<file path="config.mk">
export PLATFORM = sky130hd
export DESIGN_NAME = priority_admission_mailbox_unit
export DESIGN_NICKNAME = d
export VERILOG_FILES = /design/src/pam_pkg.sv /design/src/pam_ram.sv /design/src/pam_ctrl.sv /design/src/priority_admission_mailbox_unit.sv
export SDC_FILE = /design/constraint.sdc
export NUM_CORES = 1
export LEC_CHECK = 0
export BUFFER_PORTS_ARGS = -buffer_cell sky130_fd_sc_hd__buf_2
export CAP_MARGIN = 20
export CORE_MARGIN = 4
export CORE_UTILIZATION = 29
export CTS_CLUSTER_SIZE = 30
export DETAILED_ROUTE_END_ITERATION = 10
export HOLD_SLACK_MARGIN = 0.02
export PLACE_DENSITY = 0.43
export SLEW_MARGIN = 20
export SYNTH_ARGS = -nofsm -noshare
export SYNTH_HDL_FRONTEND = slang
export SYNTH_SLANG_ARGS = --single-unit
export TNS_END_PERCENT = 50
</file>
<file path="constraint.sdc">
create_clock -name clk -period 5.1 [get_ports clk]
set_input_delay 1.02 -clock clk [delete_from_list [all_inputs] [get_ports clk]]
set_output_delay 1.02 -clock clk [all_outputs]
set_load 0.01 [all_outputs]
</file>
<file path="src/pam_pkg.sv">
package pam_pkg;

	// Width of the envelope count register and its largest value.
	localparam int CFG_W = 3;
	localparam int ENV_MAX = (1 << CFG_W) - 1;

	// Width of the priority fields on the ports.
	localparam int PRI_PORT_W = 2;

	// Widest internal priority, enough for eight levels.
	localparam int PRI_MAX_W = 3;

	// Operation codes.
	localparam logic CMD_SEND = 1'b0;
	localparam logic CMD_RECV = 1'b1;

	// Result status codes.
	typedef enum logic [2:0] {
		ST_ENQUEUED = 3'd0,
		ST_PARKED   = 3'd1,
		ST_REJECTED = 3'd2,
		ST_RECEIVED = 3'd3,
		ST_EMPTY    = 3'd4
	} status_t;

	// Control part of one result word.
	typedef struct packed {
		status_t                status;
		logic                   promoted_valid;
		logic [PRI_MAX_W-1:0]   promoted_priority;
	} result_t;

endpackage

</file>
<file path="src/pam_ram.sv">
module pam_ram #(
	parameter int WIDTH = 32,
	parameter int DEPTH = 12
) (
	input  logic                     clk,
	input  logic                     we,
	input  logic [$clog2(DEPTH)-1:0] waddr,
	input  logic [WIDTH-1:0]         wdata,
	input  logic                     re,
	input  logic [$clog2(DEPTH)-1:0] raddr,
	output logic [WIDTH-1:0]         rdata
);

	logic [WIDTH-1:0] mem_q [DEPTH];

	// Single write port, registered read port that holds its data between reads.
	always_ff @(posedge clk) begin
		if (we) begin
			mem_q[waddr] <= wdata;
		end
		if (re) begin
			rdata <= mem_q[raddr];
		end
	end

endmodule

</file>
<file path="src/pam_ctrl.sv">
module pam_ctrl #(
	parameter int MAILBOX_DEPTH = 4,
	parameter int WAIT_DEPTH = 4,
	parameter int PRIORITY_LEVELS = 3,
	parameter int DATA_WIDTH = 32
) (
	input  logic                          clk,
	input  logic                          arst_n,
	input  logic                          cfg_we,
	input  logic [pam_pkg::CFG_W-1:0]     cfg_wdata,
	input  logic                          step,
	input  logic                          cmd,
	input  logic [pam_pkg::PRI_PORT_W-1:0] pri,
	input  logic [DATA_WIDTH-1:0]         msg,
	output pam_pkg::result_t              res,
	output logic [DATA_WIDTH-1:0]         msg_out
);

	// At most ENV_MAX messages are ever queued, so the ring never needs more slots.
	localparam int QDEPTH = (MAILBOX_DEPTH < pam_pkg::ENV_MAX) ? MAILBOX_DEPTH
		: pam_pkg::ENV_MAX;
	localparam int QIDX_W = (QDEPTH > 1) ? $clog2(QDEPTH) : 1;
	localparam int QSUM_W = pam_pkg::CFG_W + 1;
	localparam int WIDX_W = (WAIT_DEPTH > 1) ? $clog2(WAIT_DEPTH) : 1;
	localparam int WCNT_W = $clog2(WAIT_DEPTH + 1);
	localparam int WSUM_W = WCNT_W + 1;
	localparam int WENT = PRIORITY_LEVELS * WAIT_DEPTH;
	localparam int WADDR_W = $clog2(WENT);
	localparam int PRI_W = $clog2(PRIORITY_LEVELS);
	localparam int RST_FREE = (MAILBOX_DEPTH < 4) ? MAILBOX_DEPTH : 4;

	// Mailbox queue state.
	logic [DATA_WIDTH-1:0]       q_store_q [QDEPTH];
	logic [QIDX_W-1:0]           q_head_q;
	logic [pam_pkg::CFG_W-1:0]   q_fill_q;
	logic [pam_pkg::CFG_W-1:0]   free_q;

	// Waiter ring pointers, one ring per priority.
	logic [WIDX_W-1:0]           w_head_q [PRIORITY_LEVELS];
	logic [WCNT_W-1:0]           w_fill_q [PRIORITY_LEVELS];

	// A promoted word lands in the queue in the next cycle, once the RAM has read it.
	logic                        pend_q;
	logic [QIDX_W-1:0]           pend_slot_q;

	logic [pam_pkg::CFG_W-1:0]   eff_count;
	logic [PRI_W-1:0]            sp;
	logic [QSUM_W-1:0]           tail_sum;
	logic [QIDX_W-1:0]           tail;
	logic [QIDX_W-1:0]           head_inc;
	logic [DATA_WIDTH-1:0]       head_data;
	logic [WSUM_W-1:0]           wslot_sum;
	logic [WIDX_W-1:0]           wslot;
	logic                        enq_ok;
	logic                        park_ok;
	logic                        q_empty;
	logic                        pick_valid;
	logic [PRI_W-1:0]            pick_p;
	logic [WIDX_W-1:0]           pick_head;
	logic [WIDX_W-1:0]           pick_head_inc;
	logic                        is_send;
	logic                        do_enq;
	logic                        do_park;
	logic                        do_recv;
	logic                        do_promote;
	logic                        ram_we;
	logic                        ram_re;
	logic [WADDR_W-1:0]          ram_waddr;
	logic [WADDR_W-1:0]          ram_raddr;
	logic [DATA_WIDTH-1:0]       ram_rdata;

	// Envelope count clamped to the range the mailbox can hold.
	always_comb begin
		if (cfg_wdata == '0) begin
			eff_count = pam_pkg::CFG_W'(1);
		end else if (int'(cfg_wdata) > MAILBOX_DEPTH) begin
			eff_count = pam_pkg::CFG_W'(MAILBOX_DEPTH);
		end else begin
			eff_count = cfg_wdata;
		end
	end

	// Out-of-range priorities fall to the last, least urgent level.
	assign sp = (int'(pri) >= PRIORITY_LEVELS) ? PRI_W'(PRIORITY_LEVELS - 1) : PRI_W'(pri);

	// Queue tail and head arithmetic, one wrap at most.
	assign tail_sum = QSUM_W'(q_head_q) + QSUM_W'(q_fill_q);
	assign tail = (int'(tail_sum) >= QDEPTH) ? QIDX_W'(tail_sum - QSUM_W'(QDEPTH))
		: QIDX_W'(tail_sum);
	assign head_inc = (int'(q_head_q) == QDEPTH - 1) ? '0 : q_head_q + QIDX_W'(1);

	// The head entry may still be on its way from the waiter RAM.
	assign head_data = (pend_q && pend_slot_q == q_head_q) ? ram_rdata : q_store_q[q_head_q];

	// Parking slot in the ring of the requested priority.
	assign wslot_sum = WSUM_W'(w_head_q[sp]) + WSUM_W'(w_fill_q[sp]);
	assign wslot = (int'(wslot_sum) >= WAIT_DEPTH)
		? WIDX_W'(wslot_sum - WSUM_W'(WAIT_DEPTH)) : WIDX_W'(wslot_sum);

	// Highest waiting priority: the lowest level with a waiter wins.
	always_comb begin
		pick_valid = 1'b0;
		pick_p = '0;
		for (int p = PRIORITY_LEVELS - 1; p >= 0; p--) begin
			if (w_fill_q[p] != '0) begin
				pick_valid = 1'b1;
				pick_p = PRI_W'(p);
			end
		end
	end

	assign pick_head = w_head_q[pick_p];
	assign pick_head_inc = (int'(pick_head) == WAIT_DEPTH - 1) ? '0 : pick_head + WIDX_W'(1);

	// Decision for the word in the input register.
	assign is_send = (cmd == pam_pkg::CMD_SEND);
	assign enq_ok = (free_q != '0) && (int'(q_fill_q) < QDEPTH);
	assign park_ok = (int'(w_fill_q[sp]) < WAIT_DEPTH);
	assign q_empty = (q_fill_q == '0);
	assign do_enq = step && is_send && enq_ok;
	assign do_park = step && is_send && !enq_ok && park_ok;
	assign do_recv = step && !is_send && !q_empty;
	assign do_promote = do_recv && pick_valid;

	// Waiter RAM: parked words are written, a promotion reads the oldest one.
	assign ram_we = do_park;
	assign ram_waddr = WADDR_W'(int'(sp) * WAIT_DEPTH) + WADDR_W'(wslot);
	assign ram_re = do_promote;
	assign ram_raddr = WADDR_W'(int'(pick_p) * WAIT_DEPTH) + WADDR_W'(pick_head);

	pam_ram #(
		.WIDTH (DATA_WIDTH),
		.DEPTH (WENT)
	) u_wait_ram (
		.clk   (clk),
		.we    (ram_we),
		.waddr (ram_waddr),
		.wdata (msg),
		.re    (ram_re),
		.raddr (ram_raddr),
		.rdata (ram_rdata)
	);

	// Result word for the current item.
	always_comb begin
		res.status = pam_pkg::ST_REJECTED;
		res.promoted_valid = 1'b0;
		res.promoted_priority = '0;
		msg_out = '0;
		if (is_send) begin
			if (enq_ok) begin
				res.status = pam_pkg::ST_ENQUEUED;
			end else if (park_ok) begin
				res.status = pam_pkg::ST_PARKED;
			end
		end else if (q_empty) begin
			res.status = pam_pkg::ST_EMPTY;
		end else begin
			res.status = pam_pkg::ST_RECEIVED;
			msg_out = head_data;
			res.promoted_valid = pick_valid;
			if (pick_valid) begin
				res.promoted_priority = pam_pkg::PRI_MAX_W'(pick_p);
			end
		end
	end

	// Queue pointers, envelope count and waiter rings.
	always_ff @(posedge clk or negedge arst_n) begin
		if (!arst_n) begin
			q_head_q <= '0;
			q_fill_q <= '0;
			free_q <= pam_pkg::CFG_W'(RST_FREE);
			pend_q <= 1'b0;
			pend_slot_q <= '0;
			for (int p = 0; p < PRIORITY_LEVELS; p++) begin
				w_head_q[p] <= '0;
				w_fill_q[p] <= '0;
			end
		end else if (cfg_we) begin
			q_head_q <= '0;
			q_fill_q <= '0;
			free_q <= eff_count;
			pend_q <= 1'b0;
			for (int p = 0; p < PRIORITY_LEVELS; p++) begin
				w_head_q[p] <= '0;
				w_fill_q[p] <= '0;
			end
		end else begin
			pend_q <= do_promote;
			if (do_promote) begin
				pend_slot_q <= tail;
			end
			if (do_enq) begin
				q_fill_q <= q_fill_q + pam_pkg::CFG_W'(1);
				free_q <= free_q - pam_pkg::CFG_W'(1);
			end
			if (do_park) begin
				w_fill_q[sp] <= w_fill_q[sp] + WCNT_W'(1);
			end
			if (do_recv) begin
				q_head_q <= head_inc;
				if (pick_valid) begin
					w_head_q[pick_p] <= pick_head_inc;
					w_fill_q[pick_p] <= w_fill_q[pick_p] - WCNT_W'(1);
				end else begin
					q_fill_q <= q_fill_q - pam_pkg::CFG_W'(1);
					free_q <= free_q + pam_pkg::CFG_W'(1);
				end
			end
		end
	end

	// Message slots: direct sends, and promoted words in the cycle after promotion.
	always_ff @(posedge clk) begin
		if (do_enq) begin
			q_store_q[tail] <= msg;
		end
		if (pend_q) begin
			q_store_q[pend_slot_q] <= ram_rdata;
		end
	end

endmodule

</file>
<file path="src/priority_admission_mailbox_unit.sv">
// Bounded mailbox with priority wakeup of parked senders.
// Input channel (in_valid / in_stall) carries one request word: cmd selects
// send or receive, priority_req and message_in go with a send. A word is
// taken at a rising edge with in_valid high and in_stall low.
// Output channel (out_valid / out_stall) returns exactly one result word per
// request: status, message_out, promoted_valid and promoted_priority.
// The request sits in the input register while the queue and waiter state
// are updated, then its result waits in the output register. One request
// per cycle is sustained while the receiver does not stall; the waiter ring
// RAM delivers a promoted word in the next cycle and a bypass covers it.
// When the receiver stalls, the output word holds and the input register
// fills, after which in_stall rises until the output word is taken.
// cfg_we writes envelope_count and empties the mailbox and all waiter rings;
// the user must write it only while the block is idle; the block does not enforce it.
// Reset empties all queues and sets four envelopes (fewer if the mailbox is
// smaller); no clearing pass is needed.
module priority_admission_mailbox_unit #(
	parameter int MAILBOX_DEPTH = 4,
	parameter int WAIT_DEPTH = 4,
	parameter int PRIORITY_LEVELS = 3,
	parameter int DATA_WIDTH = 32
) (
	input  logic                           clk,
	input  logic                           arst_n,
	input  logic                           cfg_we,
	input  logic [pam_pkg::CFG_W-1:0]      cfg_wdata,
	input  logic                           in_valid,
	output logic                           in_stall,
	input  logic                           cmd,
	input  logic [pam_pkg::PRI_PORT_W-1:0] priority_req,
	input  logic signed [DATA_WIDTH-1:0]   message_in,
	output logic                           out_valid,
	input  logic                           out_stall,
	output logic [2:0]                     status,
	output logic signed [DATA_WIDTH-1:0]   message_out,
	output logic                           promoted_valid,
	output logic [pam_pkg::PRI_PORT_W-1:0] promoted_priority
);

	logic                           valid_s1;
	logic                           cmd_s1;
	logic [pam_pkg::PRI_PORT_W-1:0] pri_s1;
	logic [DATA_WIDTH-1:0]          msg_s1;
	logic                           valid_s2;
	pam_pkg::result_t               res_s2;
	logic [DATA_WIDTH-1:0]          msg_s2;
	logic                           advance;
	pam_pkg::result_t               res;
	logic [DATA_WIDTH-1:0]          res_msg;

	// The input word moves on whenever the output register is free or draining.
	assign advance = valid_s1 && (!valid_s2 || !out_stall);
	assign in_stall = valid_s1 && !advance;

	// Input register.
	always_ff @(posedge clk or negedge arst_n) begin
		if (!arst_n) begin
			valid_s1 <= 1'b0;
		end else if (!in_stall) begin
			valid_s1 <= in_valid;
		end
	end

	always_ff @(posedge clk) begin
		if (in_valid && !in_stall) begin
			cmd_s1 <= cmd;
			pri_s1 <= priority_req;
			msg_s1 <= message_in;
		end
	end

	pam_ctrl #(
		.MAILBOX_DEPTH   (MAILBOX_DEPTH),
		.WAIT_DEPTH      (WAIT_DEPTH),
		.PRIORITY_LEVELS (PRIORITY_LEVELS),
		.DATA_WIDTH      (DATA_WIDTH)
	) u_ctrl (
		.clk       (clk),
		.arst_n    (arst_n),
		.cfg_we    (cfg_we),
		.cfg_wdata (cfg_wdata),
		.step      (advance),
		.cmd       (cmd_s1),
		.pri       (pri_s1),
		.msg       (msg_s1),
		.res       (res),
		.msg_out   (res_msg)
	);

	// Output register.
	always_ff @(posedge clk or negedge arst_n) begin
		if (!arst_n) begin
			valid_s2 <= 1'b0;
		end else if (advance) begin
			valid_s2 <= 1'b1;
		end else if (!out_stall) begin
			valid_s2 <= 1'b0;
		end
	end

	always_ff @(posedge clk) begin
		if (advance) begin
			res_s2 <= res;
			msg_s2 <= res_msg;
		end
	end

	assign out_valid = valid_s2;
	assign status = res_s2.status;
	assign message_out = msg_s2;
	assign promoted_valid = res_s2.promoted_valid;
	assign promoted_priority = res_s2.promoted_priority[pam_pkg::PRI_PORT_W-1:0];

endmodule

</file>
==> impl_metrics.csv <==
group,metric,value,unit
finish,register_area,19240,um^2
synthesis,post_synth_num_cell_types,58,
clock_tree,cts_root_buffer,"sky130_fd_sc_hd__clkbuf_16",
finish,mostFrequentLayoutCells,"sky130_fd_sc_hd__edfxtp_1 (617), sky130_fd_sc_hd__nand2_1 (208), sky130_fd_sc_hd__mux2_2 (204)",
critical_path,path_delay_family,"buffers and inverters",
grt,number_of_global_route_vias_before_repair,15658,
synthesis,synth_top_family_by_area,"multiplexers",
sta,setup_ws_post_layout,1.636,ns
finish,layout.nets,1881,
hold_path,hold_class,"primary input to async pin",
synthesis,synthesis.area,27520,um^2
drt,number_of_remaining_drc_errors,0,
synthesis,synthesis.yosys.warnings,0,
status,outcome,"finished, final reports clean",
synthesis,post_synth_mux_area_share,16.97,%
finish,layout-drive-gt1-share,26.76,%
power,internal-power,9.194,mW
sta,finClkSkew,0.01722,ns
clock_tree,clock_tree.htree_level_count,3,
critical_path,r2r_start,"u_ctrl.w_fill_q[5]",
finish,final_core_utilization,33.93,%
grt,groute.usage.overall,14.90,%
power,pwr-share-comb,5.8,%
synthesis,post_synth_inst_count,1734,
clock_tree,cts-resized-gates,0,
drt,mean_number_of_vias_per_cell,4.790,
finish,areaGrowthSynthToFinish,15.56,%
grt,global_route_wire_length_before_repair,109.3,mm
die,fp.dieArea,99900,um^2
clock_tree,buffer_levels_on_the_longest_clock_path,3,
critical_path,maximum_cell_stage_delay_along_the_critical_path,0.67,ns
die,chipWidth,316.1,um
synthesis,ys_ff_latch,645,
sta,fmax,0.2887,GHz
die,num_io_pins,83,
sta,rsz0062_at_grt,"no",
die,die_height,316.1,um
sta,worst-slew-pin-transition,1.090,ns
place,portBuffers,82,
drt,drt_iter0_drc,1046,
critical_path,critical_path.endpoint_type,"register",
flow_run,cap_viol_max_count,0,
clock_tree,hold_buffers,0,
critical_path,critical_path_class,"register to register",
critical_path,worst_ep_required_time,5.41,ns
critical_path,worst-r2r-setup-slack,1.64,ns
clock_tree,cts.clk_slew.worst_paths,0.06,ns
synthesis,synthFlopType,"sky130_fd_sc_hd__edfxtp_1",
synthesis,synth_seq_area_share,69.87,%
power,vdd_drop_max,0.1962,mV
critical_path,r2r_worst_path_depth,7,
synthesis,asyncSetResetFlopFracSynth,4.341,%
power,power.share.switching,22.70,%
place,gp_congestion,0.7766,
critical_path,worst_path_most_repeated_cell,"sky130_fd_sc_hd__buf_4",
critical_path,timing.critical_path.from,"u_ctrl.w_fill_q[5]",
synthesis,synth_simple_gate_area_share,6.273,%
finish,area_taken_by_multi_input_logic_gates,7829,um^2
sta,finalCritPeriodShare,67.92,%
sta,worst_slew_margin_rel,27.34,%
drt,final_antenna_net_count,0,
finish,finish.instance_area,31810,um^2
sta,timing.final.setup_violations,0,
sta,hold_viol,0,
finish,final_common_cell,"sky130_fd_sc_hd__edfxtp_1",
sta,whs,0.4642,ns
drt,routedWlPerCell,23.65,um
clock_tree,clock_insertion_delay_worst_skew,0.61,ns
grt,initial_antenna_violation_count,1,
grt,grt_remaining_overflow,0,
critical_path,worstPathArrival,3.78,ns
critical_path,crit_buf_inv,2,
critical_path,capture_instance_of_the_worst_register_to_register_path,"u_ctrl.u_wait_ram.rdata[10]",
synthesis,number_of_synthesized_flops_with_an_enable_pin,617,
power,total_switching_power,2.699,mW
drt,routed_wirelength,74.15,mm
die,core_area,93750,um^2
finish,layout.filler_cells,9021,
sta,finalWorstPathRequiredPeriod,3.464,ns
clock_tree,cts_num_sinks,645,
power,power_frac_clock,43.0,%
synthesis,synth-compound-area-share,3.682,%
drt,routed-via-count,15018,
synthesis,synthesis.nets,1788,
synthesis,post_synth_xor_xnor_area,0.4955,%
critical_path,crit_path_max_fanout,49,
critical_path,critPathSlowestCell,"sky130_fd_sc_hd__a22o_4",
sta,slew_viol_final,0,
sta,final_sum_of_negative_setup_slack,0,ns
drt,number_of_optimization_iterations_in_the_first_detailed_route_pass,4,
power,power.share.sequential,51.2,%
clock_tree,tritoncts_clock_tree,"yes",
power,total_leakage_power,10.14,nW
place,dp_slack,1.295,ns
power,p_per_area,373.9,nW/um^2
grt,largest_net_degree_at_the_start_of_global_routing,67,
clock_tree,post-cts-setup-buffers,0,
place,placedInstanceArea,29450,um^2
die,floorplan.rows,112,
clock_tree,cts_made_buffers,76,
critical_path,setup.worst_path.start_class,"register",
die,floorplan.initialDensity,29.36,%
synthesis,yosys.area_share.adder,0.5000,%
synthesis,avgSynthCellArea,15.87,um^2
critical_path,critical_path.cell_chain,"or4_4, o22ai_4, buf_4, a22o_4, buf_4, mux2i_1, nand4_1",
place,dp_hpwl,46.33,mm
## Yosys cell counts (12+ instances only)
library cell                instances  area [um^2]
sky130_fd_sc_hd__edfxtp_1         617        18530
sky130_fd_sc_hd__nand2_1          208        780.8
sky130_fd_sc_hd__mux2_2           204         2297
sky130_fd_sc_hd__mux2i_1          138         1381
sky130_fd_sc_hd__nor2_1           101        379.1
sky130_fd_sc_hd__clkbuf_1          72        270.3
sky130_fd_sc_hd__a21oi_1           39        195.2
sky130_fd_sc_hd__a31oi_1           33        206.5
sky130_fd_sc_hd__nand4_1           33        206.5
sky130_fd_sc_hd__a2111oi_0         32        280.3
sky130_fd_sc_hd__mux4_2            32        720.7
sky130_fd_sc_hd__dfrtp_1           27        675.7
sky130_fd_sc_hd__mux2_1            24        270.3
sky130_fd_sc_hd__inv_1             16        60.06
sky130_fd_sc_hd__buf_6             13        146.4
sky130_fd_sc_hd__xnor2_1           12        105.1
## layer usage
layer  share of wire (%)  routed length (um)  global-route usage (%)  up-vias
li1                    -                   -                       -     6867
met1                  50               36740                   22.25     7767
met2                  44               32810                   22.48      304
met3                 4.3                3202                   2.523       80
met4                 1.9                1400                   3.947        0
met5                   0                   0                       0        -
## kinds of logic after synthesis
kind of cell,count (synthesis)
compound gates,146
xor+xnor,14
fa+ha+maj,11
buf+inv,126
flops,645
mux,398
simple gates,394
## registers in the layout, indices dropped and copies added, names as in the netlist, 3 cells and up
name and cells:
u_ctrl.w_head_q 6, u_ctrl.q_fill_q 3, u_ctrl.u_wait_ram.mem_q 384, message_out 32
status 3, u_ctrl.u_wait_ram.rdata 32, u_ctrl.q_store_q 128, msg_s1 32
u_ctrl.w_fill_q 9, u_ctrl.free_q 3
## layout make-up
class	instances	share of cell area [%]
timing repair buffer	125	2.486
clock inverter	30	0.7081
multi-input combinational	963	24.61
clock buffer	101	6.570
sequential	645	60.49
tap	1254	4.933
inverter	16	0.1888
antenna	1	0.007868
## worst max path at each step
stage	endpoint	slack (ns)	depth (start not counted)
floorplan	u_ctrl.q_store_q[1][0]	0.34	4
global placement	u_ctrl.u_wait_ram.mem_q[3][13]	1.34	5
detailed placement	u_ctrl.u_wait_ram.mem_q[2][5]	1.29	5
CTS	u_ctrl.u_wait_ram.mem_q[3][11]	1.60	8
global route	u_ctrl.u_wait_ram.rdata[17]	1.42	7
finish	u_ctrl.u_wait_ram.rdata[10]	1.64	7
## power groups by stage
stage	combinational, mW	sequential (mW)	clock (mW)
after detailed placement	0.701	6.21	0
after floorplan	0.429	6.15	0
after CTS	0.704	6.10	5.28
after global placement	0.695	6.20	0
after global routing	0.759	6.11	5.51
final	0.689	6.09	5.11
## stage by stage
| stage | power (mW) | cells |
|---|---|---|
| finish | 11.89 | 3135 |
| global route | 12.38 | 3134 |
| CTS | 12.08 | 3132 |
| detailed placement | 6.909 | 3001 |
| global placement | 6.897 | 3000 |
| floorplan | 6.579 | 1734 |
No activity file was read; power rests on OpenSTA's default activity.
